$ cat src/design/wheel_speed_odometer_unit_assert.svh
// Assertion macros shared by the wheel speed odometer modules
`ifndef WHEEL_SPEED_ODOMETER_UNIT_ASSERT_SVH
`define WHEEL_SPEED_ODOMETER_UNIT_ASSERT_SVH

// Same-cycle implication, disabled during reset
`define WSO_ASSERT_NOW(label, clk, rst, ante, cons) \
  label: assert property (@(posedge clk) disable iff (rst) (ante) |-> (cons)) \
    else $error("wso assertion failed");

// Next-cycle implication, disabled during reset
`define WSO_ASSERT_NEXT(label, clk, rst, ante, cons) \
  label: assert property (@(posedge clk) disable iff (rst) (ante) |=> (cons)) \
    else $error("wso assertion failed");

`endif

$ cat src/design/wso_pkg.sv
// Types and constants shared by the wheel speed odometer modules
`default_nettype none

package wso_pkg;

  // Reset values of the configuration registers and state
  localparam logic [15:0] LOCKOUT_RESET      = 16'd100;
  localparam logic [15:0] STALL_RESET        = 16'd5000;
  localparam logic [23:0] DIST_RESET         = 24'd58709;
  localparam logic [31:0] LAST_TRIGGER_RESET = 32'd1;

  // Speed scale: milliseconds per second
  localparam logic [9:0] MS_PER_SECOND = 10'd1000;

  // Divider geometry: numerator is distance times 1000, denominator a period
  localparam int NUM_W = 34;
  localparam int DEN_W = 32;
  localparam int CNT_W = $clog2(NUM_W);

  // Item queue between front and back
  localparam int QDEPTH = 2;
  localparam int QPTR_W = $clog2(QDEPTH);
  localparam int QCNT_W = $clog2(QDEPTH + 1);

  typedef enum logic {
    KIND_EDGE = 1'b0,
    KIND_TICK = 1'b1
  } kind_t;

  typedef enum logic [1:0] {
    CFG_LOCKOUT = 2'd0,
    CFG_STALL   = 2'd1,
    CFG_DIST    = 2'd2
  } cfg_index_t;

  typedef enum logic {
    B_IDLE = 1'b0,
    B_DIV  = 1'b1
  } back_state_t;

  typedef struct packed {
    kind_t       kind;
    logic [31:0] now_ms;
    logic [15:0] delta_ms;
  } cmd_t;

  typedef struct packed {
    logic             start;
    logic [NUM_W-1:0] num;
    logic [DEN_W-1:0] den;
  } div_req_t;

  typedef struct packed {
    logic             done;
    logic [NUM_W-1:0] quotient;
  } div_rsp_t;

endpackage

`default_nettype wire

$ cat src/design/wso_front.sv
// Front end: accepts items, decodes their kind and queues them for the back end
`default_nettype none

module wso_front (
  input  wire logic          clk,
  input  wire logic          rst,
  input  wire logic          in_valid,
  output logic               in_ready,
  input  wire logic          kind,
  input  wire logic [31:0]   now_ms,
  input  wire logic [15:0]   delta_ms,
  output logic               q_valid,
  output wso_pkg::cmd_t      q_item,
  input  wire logic          q_pop
);

  wso_pkg::cmd_t                  slots [wso_pkg::QDEPTH];
  logic [wso_pkg::QPTR_W-1:0]     wr_ptr;
  logic [wso_pkg::QPTR_W-1:0]     rd_ptr;
  logic [wso_pkg::QCNT_W-1:0]     count;
  logic                           push;
  wso_pkg::cmd_t                  cmd_in;

  // Classify the incoming item
  always_comb begin
    cmd_in.kind     = (kind == 1'b1) ? wso_pkg::KIND_TICK : wso_pkg::KIND_EDGE;
    cmd_in.now_ms   = now_ms;
    cmd_in.delta_ms = delta_ms;
  end

  assign in_ready = (count != wso_pkg::QCNT_W'(wso_pkg::QDEPTH));
  assign push     = in_valid && in_ready;
  assign q_valid  = (count != '0);
  assign q_item   = slots[rd_ptr];

  // Store pushed items
  always_ff @(posedge clk) begin
    if (push) begin
      slots[wr_ptr] <= cmd_in;
    end
  end

  // Advance pointers and occupancy
  always_ff @(posedge clk) begin
    if (rst) begin
      wr_ptr <= '0;
      rd_ptr <= '0;
      count  <= '0;
    end else begin
      if (push) begin
        wr_ptr <= (wr_ptr == wso_pkg::QPTR_W'(wso_pkg::QDEPTH - 1)) ? '0 : wr_ptr + 1'b1;
      end
      if (q_pop) begin
        rd_ptr <= (rd_ptr == wso_pkg::QPTR_W'(wso_pkg::QDEPTH - 1)) ? '0 : rd_ptr + 1'b1;
      end
      if (push && !q_pop) begin
        count <= count + 1'b1;
      end else if (q_pop && !push) begin
        count <= count - 1'b1;
      end
    end
  end

`include "wheel_speed_odometer_unit_assert.svh"
  `WSO_ASSERT_NOW(a_no_pop_empty, clk, rst, q_pop, count != '0)
  `WSO_ASSERT_NEXT(a_pop_drains, clk, rst, q_pop && !push, count == $past(count) - 1'b1)

endmodule

`default_nettype wire

$ cat src/design/wso_div.sv
// Restoring serial divider, one quotient bit per cycle
`default_nettype none

module wso_div (
  input  wire logic              clk,
  input  wire logic              rst,
  input  wire wso_pkg::div_req_t req,
  output wso_pkg::div_rsp_t      rsp
);

  logic [wso_pkg::DEN_W-1:0] rem;
  logic [wso_pkg::DEN_W-1:0] den;
  logic [wso_pkg::NUM_W-1:0] quot;
  logic [wso_pkg::CNT_W-1:0] cnt;
  logic                      busy;
  logic                      done;
  logic [wso_pkg::DEN_W:0]   trial;
  logic [wso_pkg::DEN_W:0]   diff;
  logic                      ge;

  // One restoring step
  always_comb begin
    trial = {rem, quot[wso_pkg::NUM_W-1]};
    diff  = trial - {1'b0, den};
    ge    = (trial >= {1'b0, den});
  end

  // Shift in quotient bits and keep the partial remainder
  always_ff @(posedge clk) begin
    if (req.start) begin
      rem  <= '0;
      den  <= req.den;
      quot <= req.num;
    end else if (busy) begin
      rem  <= ge ? diff[wso_pkg::DEN_W-1:0] : trial[wso_pkg::DEN_W-1:0];
      quot <= {quot[wso_pkg::NUM_W-2:0], ge};
    end
  end

  // Count steps and flag completion
  always_ff @(posedge clk) begin
    if (rst) begin
      busy <= 1'b0;
      cnt  <= '0;
      done <= 1'b0;
    end else begin
      done <= 1'b0;
      if (req.start) begin
        busy <= 1'b1;
        cnt  <= wso_pkg::CNT_W'(wso_pkg::NUM_W - 1);
      end else if (busy) begin
        if (cnt == '0) begin
          busy <= 1'b0;
          done <= 1'b1;
        end else begin
          cnt <= cnt - 1'b1;
        end
      end
    end
  end

  assign rsp.done     = done;
  assign rsp.quotient = quot;

`include "wheel_speed_odometer_unit_assert.svh"
  `WSO_ASSERT_NOW(a_start_idle, clk, rst, req.start, !busy && !done)
  `WSO_ASSERT_NEXT(a_done_idle, clk, rst, done, !busy)

endmodule

`default_nettype wire

$ cat src/design/wso_back.sv
// Back end: configuration, odometer state, speed update and result register
`default_nettype none

module wso_back #(
  parameter int INDICATOR_STEPS = 4
) (
  input  wire logic              clk,
  input  wire logic              rst,
  input  wire logic              cfg_valid,
  output logic                   cfg_ready,
  input  wire logic [1:0]        cfg_index,
  input  wire logic [23:0]       cfg_data,
  input  wire logic              q_valid,
  input  wire wso_pkg::cmd_t     q_item,
  output logic                   q_pop,
  output wso_pkg::div_req_t      div_req,
  input  wire wso_pkg::div_rsp_t div_rsp,
  output logic                   out_valid,
  input  wire logic              out_ready,
  output logic                   accepted,
  output logic [31:0]            speed_fps,
  output logic [47:0]            distance_total,
  output logic [31:0]            elapsed_ms,
  output logic [1:0]             indicator
);

  localparam int IND_W = $clog2(INDICATOR_STEPS);

  logic [15:0] lockout_ms;
  logic [15:0] stall_timeout_ms;
  logic [23:0] distance_per_trigger;

  wso_pkg::back_state_t state, state_next;
  logic [31:0]      last_trigger, last_trigger_next;
  logic [31:0]      speed, speed_next;
  logic [47:0]      distance_acc, distance_acc_next;
  logic [31:0]      elapsed_acc, elapsed_acc_next;
  logic [IND_W-1:0] pos, pos_next;
  logic             accepted_next;
  logic             load;
  logic [31:0]      since;

  assign cfg_ready = 1'b1;
  assign since     = q_item.now_ms - last_trigger;

  // Next state and result for the item at the head of the queue
  always_comb begin
    state_next        = state;
    last_trigger_next = last_trigger;
    speed_next        = speed;
    distance_acc_next = distance_acc;
    elapsed_acc_next  = elapsed_acc;
    pos_next          = pos;
    accepted_next     = 1'b0;
    load              = 1'b0;
    q_pop             = 1'b0;
    div_req.start     = 1'b0;
    div_req.num       = wso_pkg::NUM_W'(distance_per_trigger) *
                        wso_pkg::NUM_W'(wso_pkg::MS_PER_SECOND);
    div_req.den       = since;
    unique case (state)
      wso_pkg::B_IDLE: begin
        if (q_valid && (!out_valid || out_ready)) begin
          q_pop = 1'b1;
          if (q_item.kind == wso_pkg::KIND_EDGE) begin
            pos_next = (pos == IND_W'(INDICATOR_STEPS - 1)) ? '0 : pos + 1'b1;
            if (since >= {16'd0, lockout_ms}) begin
              accepted_next     = 1'b1;
              last_trigger_next = q_item.now_ms;
              distance_acc_next = distance_acc + 48'(distance_per_trigger);
              if (since == '0) begin
                speed_next = '1;
                load       = 1'b1;
              end else begin
                div_req.start = 1'b1;
                state_next    = wso_pkg::B_DIV;
              end
            end else begin
              load = 1'b1;
            end
          end else begin
            elapsed_acc_next = elapsed_acc + 32'(q_item.delta_ms);
            if (since > {16'd0, stall_timeout_ms}) begin
              speed_next = '0;
            end
            load = 1'b1;
          end
        end
      end
      wso_pkg::B_DIV: begin
        if (div_rsp.done) begin
          accepted_next = 1'b1;
          speed_next    = (div_rsp.quotient[wso_pkg::NUM_W-1:32] != '0) ? '1 :
                          div_rsp.quotient[31:0];
          load          = 1'b1;
          state_next    = wso_pkg::B_IDLE;
        end
      end
      default: state_next = wso_pkg::B_IDLE;
    endcase
  end

  // Hold configuration, odometer state and control
  always_ff @(posedge clk) begin
    if (rst) begin
      lockout_ms           <= wso_pkg::LOCKOUT_RESET;
      stall_timeout_ms     <= wso_pkg::STALL_RESET;
      distance_per_trigger <= wso_pkg::DIST_RESET;
      state                <= wso_pkg::B_IDLE;
      last_trigger         <= wso_pkg::LAST_TRIGGER_RESET;
      speed                <= '0;
      distance_acc         <= '0;
      elapsed_acc          <= '0;
      pos                  <= '0;
      out_valid            <= 1'b0;
    end else begin
      if (cfg_valid && cfg_ready) begin
        case (wso_pkg::cfg_index_t'(cfg_index))
          wso_pkg::CFG_LOCKOUT: lockout_ms           <= cfg_data[15:0];
          wso_pkg::CFG_STALL:   stall_timeout_ms     <= cfg_data[15:0];
          wso_pkg::CFG_DIST:    distance_per_trigger <= cfg_data;
          default: ;
        endcase
      end
      state        <= state_next;
      last_trigger <= last_trigger_next;
      speed        <= speed_next;
      distance_acc <= distance_acc_next;
      elapsed_acc  <= elapsed_acc_next;
      pos          <= pos_next;
      if (load) begin
        out_valid <= 1'b1;
      end else if (out_ready) begin
        out_valid <= 1'b0;
      end
    end
  end

  // Capture the result item
  always_ff @(posedge clk) begin
    if (load) begin
      accepted       <= accepted_next;
      speed_fps      <= speed_next;
      distance_total <= distance_acc_next;
      elapsed_ms     <= elapsed_acc_next;
      indicator      <= 2'(pos_next);
    end
  end

`include "wheel_speed_odometer_unit_assert.svh"
  `WSO_ASSERT_NOW(a_pop_slot_free, clk, rst, q_pop, !out_valid || out_ready)
  `WSO_ASSERT_NOW(a_done_in_div, clk, rst, div_rsp.done, state == wso_pkg::B_DIV)

endmodule

`default_nettype wire

$ cat src/design/wheel_speed_odometer_unit.sv
// Wheel speed odometer: top level joining front end, divider and back end
//
// Input channel (in_valid/in_ready): one item per sensor falling edge
// (kind 0) or heartbeat tick (kind 1), with the current millisecond time
// and, for ticks, the milliseconds since the last tick.
// Output channel (out_valid/out_ready): exactly one result item per input
// item, in order, with accepted flag, speed, distance, elapsed time and
// rotation indicator.
// Configuration channel (cfg_valid/cfg_ready, always ready): index 0 lockout,
// 1 stall timeout, 2 distance per trigger; write only while idle.
// The back end answers a tick or a dropped edge directly; an accepted edge
// waits for the 34-step serial divider computing the speed.
// The back end handles one item at a time, so it takes no new item while
// the divider works, and ticks run at 1 per cycle while out_ready is high.
// A two-entry queue lets input items arrive while the back end divides.
// Reset clears the queue and odometer state, sets the last trigger to 1 and
// loads the register defaults (100, 5000, 58709). When the receiver stalls,
// the result is held and no items are taken; the queue fills, in_ready drops.
`default_nettype none

module wheel_speed_odometer_unit #(
  parameter int INDICATOR_STEPS = 4
) (
  input  wire logic        clk,
  input  wire logic        rst,
  input  wire logic        cfg_valid,
  output logic             cfg_ready,
  input  wire logic [1:0]  cfg_index,
  input  wire logic [23:0] cfg_data,
  input  wire logic        in_valid,
  output logic             in_ready,
  input  wire logic        kind,
  input  wire logic [31:0] now_ms,
  input  wire logic [15:0] delta_ms,
  output logic             out_valid,
  input  wire logic        out_ready,
  output logic             accepted,
  output logic [31:0]      speed_fps,
  output logic [47:0]      distance_total,
  output logic [31:0]      elapsed_ms,
  output logic [1:0]       indicator
);

  logic              q_valid;
  logic              q_pop;
  wso_pkg::cmd_t     q_item;
  wso_pkg::div_req_t div_req;
  wso_pkg::div_rsp_t div_rsp;

  wso_front u_front (
    .clk      (clk),
    .rst      (rst),
    .in_valid (in_valid),
    .in_ready (in_ready),
    .kind     (kind),
    .now_ms   (now_ms),
    .delta_ms (delta_ms),
    .q_valid  (q_valid),
    .q_item   (q_item),
    .q_pop    (q_pop)
  );

  wso_div u_div (
    .clk (clk),
    .rst (rst),
    .req (div_req),
    .rsp (div_rsp)
  );

  wso_back #(
    .INDICATOR_STEPS (INDICATOR_STEPS)
  ) u_back (
    .clk            (clk),
    .rst            (rst),
    .cfg_valid      (cfg_valid),
    .cfg_ready      (cfg_ready),
    .cfg_index      (cfg_index),
    .cfg_data       (cfg_data),
    .q_valid        (q_valid),
    .q_item         (q_item),
    .q_pop          (q_pop),
    .div_req        (div_req),
    .div_rsp        (div_rsp),
    .out_valid      (out_valid),
    .out_ready      (out_ready),
    .accepted       (accepted),
    .speed_fps      (speed_fps),
    .distance_total (distance_total),
    .elapsed_ms     (elapsed_ms),
    .indicator      (indicator)
  );

endmodule

`default_nettype wire

$ cat config.mk
export PLATFORM = sky130hd
export DESIGN_NAME = wheel_speed_odometer_unit
export DESIGN_NICKNAME = d
export VERILOG_FILES = /design/src/design/wso_pkg.sv /design/src/design/wso_front.sv /design/src/design/wso_div.sv /design/src/design/wso_back.sv /design/src/design/wheel_speed_odometer_unit.sv
export VERILOG_INCLUDE_DIRS = /design/src /design/src/design
export SDC_FILE = /design/constraint.sdc
export NUM_CORES = 1
export LEC_CHECK = 0
export BUFFER_PORTS_ARGS = -buffer_cell sky130_fd_sc_hd__buf_2
export CAP_MARGIN = 10
export CORE_ASPECT_RATIO = 0.9
export CORE_MARGIN = 2
export CORE_UTILIZATION = 29
export CTS_CLUSTER_SIZE = 40
export DETAILED_ROUTE_END_ITERATION = 16
export MAX_ROUTING_LAYER = met4
export PLACE_DENSITY_LB_ADDON = 0.08
export SYNTH_ARGS = -nofsm -noshare
export SYNTH_HDL_FRONTEND = slang
export SYNTH_SLANG_ARGS = --single-unit
$ cat constraint.sdc
create_clock -name clk -period 7.3 [get_ports clk]
set_input_delay 0.365 -clock clk [delete_from_list [all_inputs] [get_ports clk]]
set_output_delay 0.365 -clock clk [all_outputs]
set_load 0.01 [all_outputs]
Yosys cells after proc, flatten, opt, wreduce, memory -nomap -nowiden. Memory sizes are Yosys's and may differ from the RTL's. A register that Yosys moved wholly into a read port is not among the register bits. Cells that the tools add are included.

Latch bits: 0. Bits in writable memories: 98. Word-level logic and storage cells: 133. Bits in read-only memories: 0. Memories: 1. Flip-flop bits (word level): 429. Output and inout bits: 118.

Bitwise operators: 4. Reduce and logical (&&, ||, !) cells: 24. Shifts and indexed selects: 0. Multiply operators: 1. Equal/unequal tests: 5. Add/sub/neg operators: 10. Mux-type cells: 59. $lt $le $gt $ge: 3. Divide/modulo/power cells: 0.

Memories: u_front.slots (depth 2, bits a word 49, rd ports 1, clocked after memory_dff 1, write ports 1, RTL line wso_front.sv:17) `wso_pkg::cmd_t slots [wso_pkg::QDEPTH];`.

Operator list (count): 32-bit 2-to-1 mux (11); 48-bit 2-to-1 mux (4); 34-bit 2-to-1 mux (2); 32-bit case mux with 2 select lines (1); 32-bit subtractor (2); 48-bit by 24-bit adder with 48-bit output (1); 33-bit by 32-bit greater-or-equal comparator with 1-bit output (1); 32-bit by 16-bit adder with 32-bit output (1); 32-bit by 16-bit greater-or-equal comparator with 1-bit output (1); 32-bit by 16-bit > comparator with 1-bit output (1); 32-bit logical NOT (1); 24-bit by 7-bit multiplier with 31-bit output, second input constant (1); 1-bit 2-to-1 mux (29); 6-bit 2-to-1 mux (3); 2-bit 2-to-1 mux (6); 2-bit AND reduction (5); 2-bit nonzero test (5); 6-bit logical NOT (1); 1-bit case mux with 2 select lines (3); 6-bit by 1-bit subtractor with 6-bit output, second input constant (1); 2-bit by 1-bit adder with 2-bit output, second input constant (2); 2-bit == test, second input constant (2); 1-bit logical AND (4); 2-bit inequality test, second input constant (2); other kinds (10) (16).

Depth between registers and ports, before layout. Gate-level depths: netlist of run 1.

Word-level depth: 9. Depth in mapped cells: 24. Gate-level depth less buffers: 21.

Hierarchy. From an unflattened synthesis of run 1, not the netlist that was laid out.

Cell total of the unflattened synthesis: 3103. Area, all modules: 30972.2 um^2.

Modules (own cells, without submodules): wso_back (times used 1, cells an instance 2341, area an instance 21231.6 um^2); wso_div (times used 1, cells an instance 586, area an instance 5979.5 um^2); wso_front (times used 1, cells an instance 176, area an instance 3761.1 um^2).

Worst setup path after synthesis of run 1. No wires, ideal clock.

Kind: register to register. From: reg with a tool-made name. To: reg u_back.accepted (enable). Buffers on the path: 3. Data required time: 6.822 ns. Slack: -0.183 ns. Arrival time: 7.006 ns. Stages on the path, launching flop included: 21. Cell sequence: dfxtp_1 > clkbuf_1 > clkbuf_1 > clkbuf_1 > mux2_2 > ha_1 > nor2b_1 > o31a_1 > o221a_2 > or2_1 > a31oi_1 > xnor2_1 > ha_1 > a21o_1 > a21oi_1 > o31a_1 > o21ai_0 > a211oi_1 > and2_1 > o21ai_1 > nand2_1.

RTL lines: end signal: assignment (RTL line wso_back.sv:142) `accepted <= accepted_next;`; end: declaration (RTL line wso_back.sv:20) `output logic accepted,`.

Final worst setup path of run 1.
From: reg u_back.distance_per_trigger[1]. To: reg u_div.quot[33] (netlist name), data pin.

Longest elaborated chain between the ends: 2.

Ends and longest elaborated chain: start: declaration (RTL line wso_back.sv:31) `logic [23:0] distance_per_trigger;`; start signal: assignment (RTL line wso_back.sv:108) `distance_per_trigger <= wso_pkg::DIST_RESET;`; start signal: assignment (RTL line wso_back.sv:121) `wso_pkg::CFG_DIST: distance_per_trigger <= cfg_data;`; 24-bit by 7-bit multiplier with 31-bit output (RTL line wso_back.sv:58) `div_req.num = wso_pkg::NUM_W'(distance_per_trigger) *`; 34-bit 2-to-1 mux (RTL line wso_div.sv:30) `if (req.start) begin`; end signal: assignment (RTL line wso_div.sv:33) `quot <= req.num;`; end signal: assignment (RTL line wso_div.sv:36) `quot <= {quot[wso_pkg::NUM_W-2:0], ge};`; end: declaration (RTL line wso_div.sv:13) `logic [wso_pkg::NUM_W-1:0] quot;`.

Every way passes these cells. A chain may end at the register's enable or synchronous reset.

==> metrics.md, run 1 <==
| Metric | Value |
|---|---|
| Most common cell after layout, fill and taps aside | `edfxtp_1` |
| Pin count of the biggest net entering global routing | `75` |
| Top cells by area, synth | `edfxtp_1, dfxtp_1, ha_1` |
| Drt drc | `0` |
| CP delay by family, top | `adder cells` |
| Starting DRT DRC Count | `1124` |
| CTS Buffer Depth | `3` |
| Least-Margin Pin Slew | `1170 ps` |
| Area of the die | `0.105 sq mm` |
| CP max stage delay | `590 ps` |
| Placed insts | `4286` |
| Count of state elements after synthesis | `between 500 and 600` |
| Setup tns final | `0 ps` |
| CP Launch Type | `flip-flop` |
| Leak | `14.4 nW` |
| Async set-reset flop share out of synthesis | `0%` |
| Rows | `about 110` |
| Root Buffer | `clkbuf_16` |
| Global-route wire length before repair | `123000 um` |
| Setup Crit Path Kind | `reg -> reg` |
| Fin. max-slew vios | `0` |
| Fin nets | `3444` |
| Worst skew pair latency | `630 ps` |
| Main flop type after synthesis | `edfxtp_1` |
| GRT Total Usage | `approximately 15%` |
| Placeable Area | `0.102 sq mm` |
| Max-cap violations | `0` |
| Min Clock Period, post-route | `5980 ps` |
| Cell taking the most area after synthesis | `edfxtp_1` |
| Total grt overflow | `0` |
| Worst EP arrival | `6330 ps` |
| Setup crit start | `u_back.distance_per_trigger[1]` |
| # IOs | `198` |
| DR WL/cell | `17.6 um` |
| CTS Sinks | `approximately 530` |
| WP buf/inv | `2` |
| Max_slew headroom | `21.8%` |
| Critical path peak fanout | `6` |
| Worst hold path class | `in -> reg` |
| Post-CTS Repair Setup Buffers | `0` |
| Fin. Hold Viols | `0` |
| DP Wirelength | `between 50000 and 60000 um` |
| Vias in the first global route | `21400` |
| Place WS | `963 ps` |
| Max Fclk | `between 0.15 and 0.2 GHz` |
| Share of the yosys chip area belonging to registers | `45.1%` |
| Vert. Die Dim | `307 um` |
| P&R area growth vs syn | `18.7%` |
| Unrepaired setup endpoints after global routing | `false` |
| Gp weighted congestion | `0.827` |
| # setup viols final | `0` |
| Clock transition at the registers of the reported paths | `60 ps` |
| Status | `complete, no violations` |
| WL final | `79100 um` |
| Crit share post-route | `between 80% and 90%` |
| Initial antenna violation count | `15` |
| Synth Instances | `2810` |
| H-tree levels | `3` |
| Inserted Clock Buffers | `67` |
| RR Startpoint | `u_back.distance_per_trigger[1]` |
| Layout Cells excl Fill | `4489` |
| YS warnings | `0` |
| Die width | `341 um` |
| Post-Synthesis Net Count | `roughly 3200` |
| CP required | `7650 ps` |
| Tot Pwr | `about 15 mW` |
| Synth top area share | `28.0%` |
| Avg Vias per Cell | `4.74` |
| Mapped cell area | `0.0296 sq mm` |
| Syn avg cell area | `around 11 sq um` |
| Fill count | `10300` |
| Crit-path cells | `inv_1 -> fa_1 -> fa_1 -> fa_1 -> inv_1 -> fa_1 -> ha_1 -> nor2b_1 -> or4_1 -> a31o_2 -> a21oi_1 -> o21ai_0 -> a31oi_1 -> o211a_1 -> o21bai_1 -> a21oi_1 -> xnor2_1 -> o21ai_1` |
| Power density over the cells | `418 mW/mm^2` |
| Number of synthesized flops with an enable pin | `276` |
| Via count | `21300` |
| Post-DRT Antenna Nets | `0` |
| Hold Startpoint | `cfg_data[10]` |
| Final setup margin | `1320 ps` |
| Drt pass-1 iters | `5` |
| Distinct cells, synth | `81` |
| VDD IR max | `0.000198 V` |
| Starting Density | `slightly below 30%` |
| Clock Skew | `a little under 30 ps` |
| Setup crit end kind | `flip-flop` |
| Most used cell, CP | `fa_1` |
| Port bufs | `196` |
| Share of cells above drive strength 1 | `14.0%` |
| CTS tree | `done` |
| Slowest cell on crit path | `fa_1` |
| Most frequent cells in the layout | `edfxtp_1, dfxtp_1, inv_1` |
timing repair:
action / 4_1_cts / 5_1_grt
hold buffers: 66 / 0
endpoints found under the hold margin: 123 / 0
gates resized for setup: 0 / 0
final timing paths:
kind,end,slack (ps),depth (start not counted)
worst max register to register,u_div.quot[33],1320,18
worst min register to register,u_back.lockout_ms[3],460,2
worst max-delay path,u_div.quot[33],1320,18
worst min-delay path,u_back.stall_timeout_ms[10],80,3
power breakdown:
part / internal (mW) / leakage, nW / switching [mW]
clock network: 2.09 / 1.12 / 1.34
registers: 4.10 / 4.66 / 0.457
logic: 2.67 / 8.68 / 4.03
total: 8.86 / 14.4 / 5.83
cell type report:
class	count	area, sq um	area share [%]
multi-input cells	1953	15000	42.7
flip-flops and latches	528	13300	38.0
clock buffers	94	1940	5.54
repair buffers	292	1910	5.45
well taps	1356	1700	4.83
inverters	224	841	2.39
clock inverters	30	343	0.977
diodes	12	30.0	0.0855
registers in the layout (all words and copies together), names as in the netlist, 24 cells and up, named ones only:
name	cells
u_back.distance_total	48
u_back.speed_fps	32
u_div.rem	32
u_back.distance_per_trigger	24
u_front.slots	98
u_div.den	32
u_back.distance_acc	48
u_div.quot	34
u_back.last_trigger	32
u_back.elapsed_ms	32
u_back.elapsed_acc	32
u_back.speed	32
metal layers:
metal	GRT usage [%]	share of wire [%]	vias up
met3	2.63	3.8	103
met2	22.9	43	351
li1	-	-	10600
met1	21.6	51	10200
met5	-	0	-
met4	4.30	2.2	0
metrics by stage:
step,cell area (sq um),util (%),hold slack [ps]
2_1_floorplan,29600,-,436
3_3_place_gp,32100,31.6,446
3_5_place_dp,32100,31.6,452
4_1_cts,35100,34.5,21.3
5_1_grt,35100,34.6,61.5
6_report,35100,34.6,81.8
worst register-to-register path, delay by kind of cell, from the launching register on:
kind | cells | cell delay, ps
fa+ha+maj | 5 | 2400
compound gates | 8 | 1790
xor+xnor | 1 | 150
flops | 1 | 470
simple gates | 2 | 660
buf+inv | 2 | 250
Yosys cell counts, drive strengths merged, types with 74 or more instances:
cell type  number
o21ai         134
dfxtp         252
and2           74
clkbuf         75
fa             90
mux2           81
nor2          194
edfxtp        276
xnor2          89
a21oi         189
inv           224
ha            208
nand2         214
cell families (layout without fill, tap and decap cells):
group / after synthesis / in the layout / synth area share, %
fa+ha+maj: 298 / 298 / 14.9
buf+inv: 329 / 640 / 4.38
mux: 128 / 128 / 4.68
xor+xnor: 149 / 149 / 4.41
compound gates: 636 / 636 / 14.5
other cells: 1 / 13 / 0.0127
simple gates: 741 / 741 / 12.0
flops: 528 / 528 / 45.1
Note: power is estimated with default switching activity, not from simulation.
==> run 2: changes to the inputs <==
ABC_AREA = 1   (was unset)
clock period = 6 ns   (was 7.3 ns; I/O delays follow)
==> metrics.md, run 2 <==
| Metric | Value |
|---|---|
| Status | `complete, no violations` |
| Power density over the cells | `516 mW/mm^2` |
| Inserted Clock Buffers | `66` |
| Most used cell, CP | `nand2_1` |
| CTS tree | `done` |
| Unrepaired setup endpoints after global routing | `false` |
| CTS Sinks | `528` |
| Count of state elements after synthesis | `528` |
| CTS Buffer Depth | `3` |
| Leak | `17.2 nW` |
| Pin count of the biggest net entering global routing | `66` |
| Worst hold path class | `in -> reg` |
| Min Hold Slack | `47.6 ps` |
| Most common cell after layout, fill and taps aside | `nand2_1` |
| Post-Synthesis Net Count | `4193` |
| Slowest cell on crit path | `dfxtp_2` |
| Worst skew pair latency | `630 ps` |
| Fin nets | `~4500` |
| Clock Skew | `30.4 ps` |
| Vert. Die Dim | `317 um` |
| Min Clock Period, post-route | `between 5000 and 6000 ps` |
| Fin. max-slew vios | `0` |
| Crit share post-route | `88.7%` |
| Async set-reset flop share out of synthesis | `0%` |
| Largest reg by FF count | `u_front.slots` |
| VDD IR max | `0.000277 V` |
| Most frequent cells in the layout | `nand2_1, inv_1, nor2_1` |
| Fin. Hold Viols | `0` |
| Post-CTS Repair Setup Buffers | `0` |
| YS warnings | `0` |
| Starting Density | `between 20% and 30%` |
| Setup Crit Path Kind | `reg -> reg` |
| Clock transition at the registers of the reported paths | `60 ps` |
| Fill count | `approximately 11000` |
| CP required | `6310 ps` |
| Critical path peak fanout | `31` |
| Syn avg cell area | `between 8 and 9 sq um` |
| Port bufs | `196` |
| Synth Instances | `3815` |
| Tot Pwr | `19.2 mW` |
| Placeable Area | `0.108 sq mm` |
| Vias in the first global route | `between 20000 and 25000` |
| Total grt overflow | `0` |
| Area of the die | `0.112 sq mm` |
| # setup viols final | `0` |
| Cells resized by post-CTS repair | `0` |
| DP Wirelength | `71200 um` |
| Largest regs | `u_front.slots (98), u_back.distance_acc (48), u_back.distance_total (48)` |
| Synth top area share | `26.2%` |
| Most frequent cell after synthesis | `nand2_1` |
| Gp weighted congestion | `0.838` |
| Max_slew headroom | `a little over a quarter` |
| GRT Total Usage | `between 15 and 20%` |
| Root Buffer | `clkbuf_16` |
| Drt pass-1 iters | `5` |
| Post-placement cell area | `0.0343 sq mm` |
| Main flop type after synthesis | `edfxtp_1` |
| Via count | `25000` |
| Drt drc | `0` |
| Crit-path cells | `buf_12 -> mux2_2 -> ha_1 -> nand2_1 -> inv_1 -> a21oi_1 -> nand2_1 -> xor2_1 -> buf_4 -> ha_1 -> nand2_1 -> nor2_1 -> a211oi_1 -> o21ai_0 -> nand2_1 -> nand3_1 -> a21boi_0 -> nand4_4 -> nand2_1 -> o21ai_0 -> nand2_8 -> buf_4` |
| Distinct cells, synth | `52` |
| Mapped cell area | `0.0316 sq mm` |
| Initial antenna violation count | `11` |
| Avg Vias per Cell | `4.47` |
| Max Fclk | `0.188 GHz` |
| Rows | `between 100 and 150` |
| Post-DRT Antenna Nets | `0` |
| H-tree levels | `3` |
| Worst EP arrival | `5630 ps` |
| CP Launch Type | `flip-flop` |
| # IOs | `198` |
| Top cells by area, synth | `edfxtp_1, dfxtp_1, nand2_1` |
| Number of flip-flops in the largest register | `approximately 100` |
| Synth top cells by count | `nand2_1, inv_1, nor2_1, edfxtp_1, o21ai_0` |
| Setup crit end kind | `flip-flop` |
| Starting DRT DRC Count | `1520` |
| WL final | `93700 um` |
| Global-route wire length before repair | `between 100000 and 150000 um` |
| Die width | `352 um` |
| P&R area growth vs syn | `17.7%` |
| Max-cap violations | `0` |
| Finished layout cell area | `~0.037 sq mm` |
| Share of the yosys chip area belonging to registers | `42.2%` |
| Number of synthesized flops with an enable pin | `276` |
| CP max stage delay | `580 ps` |
| Setup tns final | `0 ps` |
| Cell taking the most area after synthesis | `edfxtp_1` |
| Share of cells above drive strength 1 | `between 10% and 20%` |
| Least-Margin Pin Slew | `1090 ps` |
| DR WL/cell | `16.8 um` |
run 2: cell count changes after synthesis, sizes merged, moves of 65 or more:
cell / previous run / this run
nand2: 214 / 763
inv: 224 / 661
and2: 74 / 9
o21ai: 134 / 288
a21o: 71 / 6
nor2: 194 / 359
o221a: 65 / 0
a21oi: 189 / 261
nand3: 66 / 163
run 2: power breakdown:
part | switching [mW] | internal, mW | leakage [nW] | total (mW)
Clock | 1.67 | 2.43 | 1.08 | 4.09
Combinational | 6.35 | 3.32 | 11.5 | 9.67
Sequential | 0.413 | 5.03 | 4.67 | 5.44
run 2: layer usage:
layer,global-route usage [%],vias to the layer above,share of wire [%]
li1,-,12900,-
met4,4.41,0,2.3
met1,24.5,11500,51
met5,-,-,0
met2,25.3,453,42
met3,2.94,102,4.1
run 2: timing repair:
| item | in CTS | in global routing |
|---|---|---|
| hold endpoints to repair | 117 | 0 |
| hold buffers | 67 | 0 |
| endpoints found under the setup margin | 0 | 0 |
run 2: critical path: cells and delay by family, from the launching register on:
family	cells	cell delay, ps
fa+ha+maj	2	680
flops	1	580
compound gates	5	1150
xor+xnor	1	160
buf+inv	4	810
mux	1	390
simple gates	9	1190
run 2: per-stage QoR:
step | util (%) | instances | setup slack [ps]
floorplan | - | 3815 | 238
global placement | 31.9 | 5399 | 640
detailed placement | 31.9 | 5399 | 596
CTS | 34.5 | 5587 | 552
global route | 34.5 | 5593 | 130
finish | 34.5 | 5593 | 678
run 2: final timing paths:
check                                        startpoint                             end  slack [ps]  depth (start not counted)
worst min register to register  u_back.last_trigger[23]         u_back.last_trigger[23]         450                          2
worst max-delay path                          flip-flop       u_back.distance_total[36]         680                         22
worst min-delay path                        cfg_data[8]  u_back.distance_per_trigger[8]          50                          3
worst max register to register                flip-flop       u_back.distance_total[36]         680                         22
run 2: cell families after synthesis:
kind of cell	Yosys count	share of synthesized area, %
buffers and inverters	763	9.41
adders and majority gates	298	13.9
muxes	46	1.63
xor gates and xnor gates	110	3.05
and+or+nand+nor	1428	18.9
DFF	528	42.2
AOI/OAI and AO/OA	641	10.9
other	1	0.0119
run 2: layout make-up:
| cell class | count | area, sq um | share of cell area (%) |
|---|---|---|---|
| Tap cell | 1450 | 1810 | 4.88 |
| Sequential cell | 528 | 13300 | 35.9 |
| Antenna cell | 6 | 15.0 | 0.0404 |
| Clock buffer | 83 | 1790 | 4.80 |
| Multi-Input combinational cell | 2524 | 15300 | 41.2 |
| Clock inverter | 38 | 412 | 1.11 |
| Timing Repair Buffer | 303 | 2020 | 5.42 |
| Inverter | 661 | 2480 | 6.67 |
